[config.mk]
export PLATFORM = sky130hd
export DESIGN_NAME = sst_phase_div
export DESIGN_NICKNAME = d
export VERILOG_FILES = /design/src/rtl/sst_pkg.sv /design/src/rtl/sst_phase_div.sv
export SDC_FILE = /design/constraint.sdc
export NUM_CORES = 2
export LEC_CHECK = 0
export BUFFER_PORTS_ARGS = -buffer_cell sky130_fd_sc_hd__buf_2
export CAP_MARGIN = 5
export CORE_ASPECT_RATIO = 1.2
export CORE_MARGIN = 5
export CORE_UTILIZATION = 30
export CTS_CLUSTER_SIZE = 25
export DETAILED_ROUTE_END_ITERATION = 16
export PLACE_DENSITY = 0.51
export SYNTH_ARGS = -nofsm -noshare
export SYNTH_HDL_FRONTEND = slang
export SYNTH_SLANG_ARGS = --single-unit
[constraint.sdc]
create_clock -name clk_i -period 12.5 [get_ports clk_i]
set_input_delay 2.5 -clock clk_i [delete_from_list [all_inputs] [get_ports clk_i]]
set_output_delay 2.5 -clock clk_i [all_outputs]
set_load 0.02 [all_outputs]
[src/rtl/sst_pkg.sv]
// Package for the stereo sine tone sample core: widths, register indexes,
// the shared pipeline tag, the reciprocal for the volume divide and the sine table function.
// Used by every file in rtl; it depends on nothing else.
package sst_pkg;

  localparam int unsigned PhaseBitsDefault = 12;

  localparam int unsigned FrameW    = 32;
  localparam int unsigned FreqW     = 16;
  localparam int unsigned RateW     = 18;
  localparam int unsigned VolW      = 8;
  localparam int unsigned SampleW   = 16;
  localparam int unsigned ProdW     = FreqW + FrameW;
  localparam int unsigned CfgIdxW   = 2;
  localparam int unsigned CfgDataW  = RateW;

  localparam int unsigned SineW     = 15;
  localparam int unsigned VolClampW = 7;
  localparam int unsigned ScaledW   = SineW + VolClampW;
  localparam int unsigned RecipW    = 30;
  localparam int unsigned RecipProdW = ScaledW + RecipW;

  // Restoring division steps done per pipeline stage.
  localparam int unsigned StepsPerStage = 4;

  localparam logic [RateW-1:0]     SampleRateReset = 18'd48000;
  localparam logic [VolClampW-1:0] VolMax          = 7'd100;

  // floor(n / 100) == (n * RecipMul) >> RecipShift for every n below 2^22.
  localparam logic [RecipW-1:0] RecipMul   = 30'd687194768;
  localparam int unsigned       RecipShift = 36;

  localparam longint HalfPiQ30 = 64'sd1686629713;
  localparam longint OneQ30    = 64'sd1073741824;

  // Entry k is ceil(2^41 / ((2k)(2k+1))). Multiplying by it and shifting right by 41
  // gives the exact floor of the Taylor term divide, because every term stays below 2^33.
  localparam int unsigned TaylorShift = 41;
  localparam logic [7:1][63:0] TaylorRecip = {
    ((64'd1 << TaylorShift) / 64'd210) + 64'd1,
    ((64'd1 << TaylorShift) / 64'd156) + 64'd1,
    ((64'd1 << TaylorShift) / 64'd110) + 64'd1,
    ((64'd1 << TaylorShift) / 64'd72) + 64'd1,
    ((64'd1 << TaylorShift) / 64'd42) + 64'd1,
    ((64'd1 << TaylorShift) / 64'd20) + 64'd1,
    ((64'd1 << TaylorShift) / 64'd6) + 64'd1
  };

  typedef enum logic [CfgIdxW-1:0] {
    CfgSampleRate = 2'd0,
    CfgToneFreq   = 2'd1,
    CfgVolume     = 2'd2
  } cfg_idx_e;

  typedef struct packed {
    logic valid;
    logic last;
  } tag_t;

  function automatic int unsigned div_stages(input int unsigned phase_bits);
    return (ProdW + phase_bits + StepsPerStage - 1) / StepsPerStage;
  endfunction

  // Edges from the accepting edge to the edge at which the result is taken.
  function automatic int unsigned pipe_latency(input int unsigned phase_bits);
    return div_stages(phase_bits) + 5;
  endfunction

  // Quarter-wave sine with amplitude 32767, evaluated as a truncated Taylor series
  // in Q2.30. Only called with constant arguments to build the sine ROM.
  function automatic logic [SineW-1:0] quarter_sine(input int unsigned q,
                                                   input int unsigned qshift);
    longint       x;
    longint       x2;
    longint       term;
    longint       sum;
    longint       r;
    logic [127:0] quot;
    x    = (longint'(q) * HalfPiQ30) >> qshift;
    x2   = (x * x) / OneQ30;
    term = x;
    sum  = x;
    for (int k = 1; k <= 7; k++) begin
      term = (term * x2) / OneQ30;
      quot = 128'(term) * 128'(TaylorRecip[k]);
      term = longint'(quot >> TaylorShift);
      if ((k % 2) == 1) begin
        sum = sum - term;
      end else begin
        sum = sum + term;
      end
    end
    if (sum < 0) begin
      sum = 0;
    end
    r = (sum * 64'sd32767 + (64'sd1 <<< 29)) >>> 30;
    if (r > 32767) begin
      r = 32767;
    end
    return r[SineW-1:0];
  endfunction

endpackage

[src/rtl/sst_phase_div.sv]
// Pipelined restoring divider that turns frequency * frame into the quantized tone phase.
// Depends on sst_pkg for widths, the step count per stage and the pipeline tag.
module sst_phase_div #(
  parameter int unsigned PhaseBits = sst_pkg::PhaseBitsDefault
) (
  input  logic                      clk_i,
  input  logic                      rst_ni,
  input  sst_pkg::tag_t             tag_i,
  input  logic [sst_pkg::ProdW-1:0] product_i,
  input  logic [sst_pkg::RateW-1:0] divisor_i,
  output sst_pkg::tag_t             tag_o,
  output logic [PhaseBits-1:0]      phase_o
);
  import sst_pkg::*;

  localparam int unsigned NumStages = div_stages(PhaseBits);
  localparam int unsigned WordW     = NumStages * StepsPerStage;

  // The word holds the dividend bits still to be shifted in at the top and the
  // quotient bits collected so far at the bottom. The dividend is product * 2^PhaseBits,
  // so the low PhaseBits quotient bits are floor((product mod d) * 2^PhaseBits / d).
  logic [WordW-1:0] word_q [NumStages];
  logic [RateW-1:0] rem_q  [NumStages];
  tag_t             tag_q  [NumStages];

  for (genvar s = 0; s < NumStages; s++) begin : g_stage
    logic [WordW-1:0] word_in;
    logic [RateW-1:0] rem_in;
    tag_t             tag_in;
    logic [WordW-1:0] word_d;
    logic [RateW-1:0] rem_d;

    if (s == 0) begin : g_first
      assign word_in = WordW'({product_i, PhaseBits'(0)});
      assign rem_in  = '0;
      assign tag_in  = tag_i;
    end else begin : g_next
      assign word_in = word_q[s-1];
      assign rem_in  = rem_q[s-1];
      assign tag_in  = tag_q[s-1];
    end

    always_comb begin
      logic [RateW:0] trial;
      word_d = word_in;
      rem_d  = rem_in;
      trial  = '0;
      for (int unsigned k = 0; k < StepsPerStage; k++) begin
        trial  = {rem_d, word_d[WordW-1]};
        word_d = {word_d[WordW-2:0], 1'b0};
        if (trial >= {1'b0, divisor_i}) begin
          trial     = trial - {1'b0, divisor_i};
          word_d[0] = 1'b1;
        end
        rem_d = trial[RateW-1:0];
      end
    end

    always_ff @(posedge clk_i or negedge rst_ni) begin
      if (!rst_ni) begin
        tag_q[s] <= '0;
      end else begin
        tag_q[s] <= tag_in;
      end
    end

    always_ff @(posedge clk_i) begin
      word_q[s] <= word_d;
      rem_q[s]  <= rem_d;
    end
  end

  assign tag_o   = tag_q[NumStages-1];
  assign phase_o = word_q[NumStages-1][PhaseBits-1:0];

endmodule

==> summary.txt <==
Outcome = finished, final reports clean
Stages on worst setup path = 45
CP max stage cell = o21ai_0
Adder-Cell Fraction of Synth Area = 19.9%
Seq cells post-synth = 570
Initial Util = 30.1%
First-pass GRT wire length = 391 mm
CTS Buf Count = 75
Fin crit share = 96.1%
Cell Area, Placed = 82000 sq um
# setup viols final = 0
Worst endpoint data arrival time = 12600 ps
Final min period = 12010 ps
Max Cap Viol = 0
Max Clock Freq = 83.3 MHz
Worst R2R Start = word_q[0][119]
Count of TritonRoute iterations in the first routing pass = 5
Post-CTS Hold Buffers = 0
Via/cell ratio = 5.41
Routed Antenna Nets = 0
EDFF count, synth = 0
Routability cong. = 0.938
Root Buffer = clkbuf_16
H-tree depth = 3
Max FO, Critical Path = 22
Initial antenna violation count = 8
CTS tree = yes
Post-synth cell types = 100
Mapped Nets = 10.0k
Largest family of logic cells by synthesized area = compound AO/OA/AOI/OAI gates
Worst path max stage delay = 530 ps
Most area-hungry cell type in the Yosys netlist = ha_1
Asr flop ratio synth = 5.26%
Reg2reg end = rem_q[0][45]
YS warnings = 0
R2R depth = 50
Compound-Gate Fraction of Synth Area = 24.6%
Iter 0 DRT Violations = 3756
Clock Skew = 56.8 ps
Final Hold Viols = 0
CP Capture Type = register
Fill count = 24.6k
Worst EP required = 13090 ps
Most frequent cell after synthesis = ha_1
Met1 Routed Length = 109 mm
Die Width = 456 microns
Drt wl/cell = 20.2 microns
Number of global-route vias before repair = 68.5k
Seq/Total Area, Yosys = 16.2%
Sink Count = 570
Synth top area share = 18.5%
Post-Syn Area = 71500 sq um
Residual DRC count = 0
Metal3 WL = 8.49 mm
Post-synthesis mux area share = 10.2%
Uppermost layer routed = met4
Clk slew on worst S/H paths = 70 ps
Clock buffer depth = 3
Tot GR Track Use = 19.7%
Flop2flop setup slack = 2230 ps
Total Nets Final = 10.6k
Simple-gate share of the synthesized area = 16.7%
Total gr overflow = 0
Cells after Synth = 8831
Synth Flop Type = dfxtp_1
Rel. slew slack = 41.4%
Critical path launch point type = primary input
Met2 WL = 126 mm
Fin. max-slew vios = 0
Pin count of the biggest net entering global routing = 52
RSZ-0062 raised after global routing = false
Setup TNS = 0 ps
Worst-skew pair later-pin latency = 730 ps
Post-Route WL = 257 mm
CORE AREA = 237000 sq um
Hold Path Class = reg -> reg
Critical path origin = divisor_i[4]
Largest cells by area after synthesis = ha_1 (18%), dfxtp_1 (15%), mux2_2 (7.2%)
Area growth syn-to-layout = 18.6%
Hpwl dp = 205 mm
Slew at the pin with the worst max-slew slack = 870 ps
Buffers on Ports = 83
CP top delay family = compound AO/OA/AOI/OAI gates
Layout cells sized above 1 = 17.1%
Critical Path End = rem_q[0][22]
Most used cell, CP = ha_1
Synth top cells by count = ha_1 (1055), a21oi_1 (750), nor2_1 (661), nand2_1 (570), o21ai_0 (541)
I/O pin count = 84
# rows = 196
Post-Layout Inst Area = 84800 sq um
Via count = 68.7k
XOR/XNOR share of the synthesized area = 9.44%
CP bufs+invs = 7
Die Y-Extent = 545 microns
Synth Area per Inst = 8.10 sq um
Critical path type = in -> reg
Die ar. = 248000 sq um
## what timing repair did
action                                  in CTS  in global routing
resized for setup                            0                 27
buffers inserted                             0                  9
endpoints found under the setup margin       0                 66
## worst min-delay path by stage
stage                                end  cells after the start  slack, ps            from
after floorplan           word_q[0][100]                      0        310   word_q[0][36]
after global placement    word_q[0][101]                      0        310   word_q[0][37]
after detailed placement  word_q[0][106]                      0        310   word_q[0][42]
after CTS                 word_q[0][419]                      0        310  word_q[0][355]
after global routing      word_q[0][474]                      0        320  word_q[0][410]
final                     word_q[0][474]                      0        310  word_q[0][410]
## metal layers
metal | GRT usage [%] | vias up
met5 | 0 | -
met4 | 9.04 | 0
met3 | 2.03 | 528
met2 | 36.2 | 1314
met1 | 23.0 | 32719
li1 | - | 34104
## registers in the layout, summed over array words and instances (netlist names)
register	flops
tag_o	2
word_q	288
g_stage.tag_in	28
rem_q	252
## cells by family (layout without fill, tap and decap cells)
group           Yosys count  in the layout
compound gates         2711           2711
other cells               0              1
simple gates           2441           2441
fa+ha+maj              1105           1105
xor+xnor                771            771
mux                     657            657
buf+inv                 576           1273
flops                   570            570
## layout by cell type, fill, tap and decap left out, types with 266 or more instances in the layout
cell	n
ha_1	1048
a21oi_1	711
nor2_1	650
buf_4	582
nand2_1	559
dfxtp_1	540
xnor2_1	505
o21ai_0	480
mux2_2	398
a21o_1	394
inv_1	385
xor2_1	266
## per-stage QoR
step / setup slack (ps) / util (%) / hold slack, ps / instances
floorplan: -721 / - / 310 / 8831
CTS: 314 / 35.7 / 313 / 12687
finish: 493 / 35.7 / 309 / 12697
global placement: -271 / 34.5 / 310 / 12547
global route: 0.955 / 35.7 / 320 / 12697
detailed placement: -408 / 34.5 / 312 / 12547
## layout make-up
| cell class | count | area [sq um] | share of cell area [%] |
|---|---|---|---|
| Sequential cell | 570 | 11600 | 13.6 |
| Tap cell | 3168 | 3960 | 4.67 |
| Multi-Input combinational cell | 7685 | 59100 | 69.7 |
| Inverter | 413 | 1600 | 1.88 |
| Clock inverter | 46 | 644 | 0.760 |
| Timing Repair Buffer | 720 | 5890 | 6.94 |
| Clock buffer | 94 | 2060 | 2.43 |
| Antenna cell | 1 | 2.50 | 0.00295 |
Power is not shown: default switching activity piles up to over one toggle a cycle in this logic, so the estimate is an artifact.
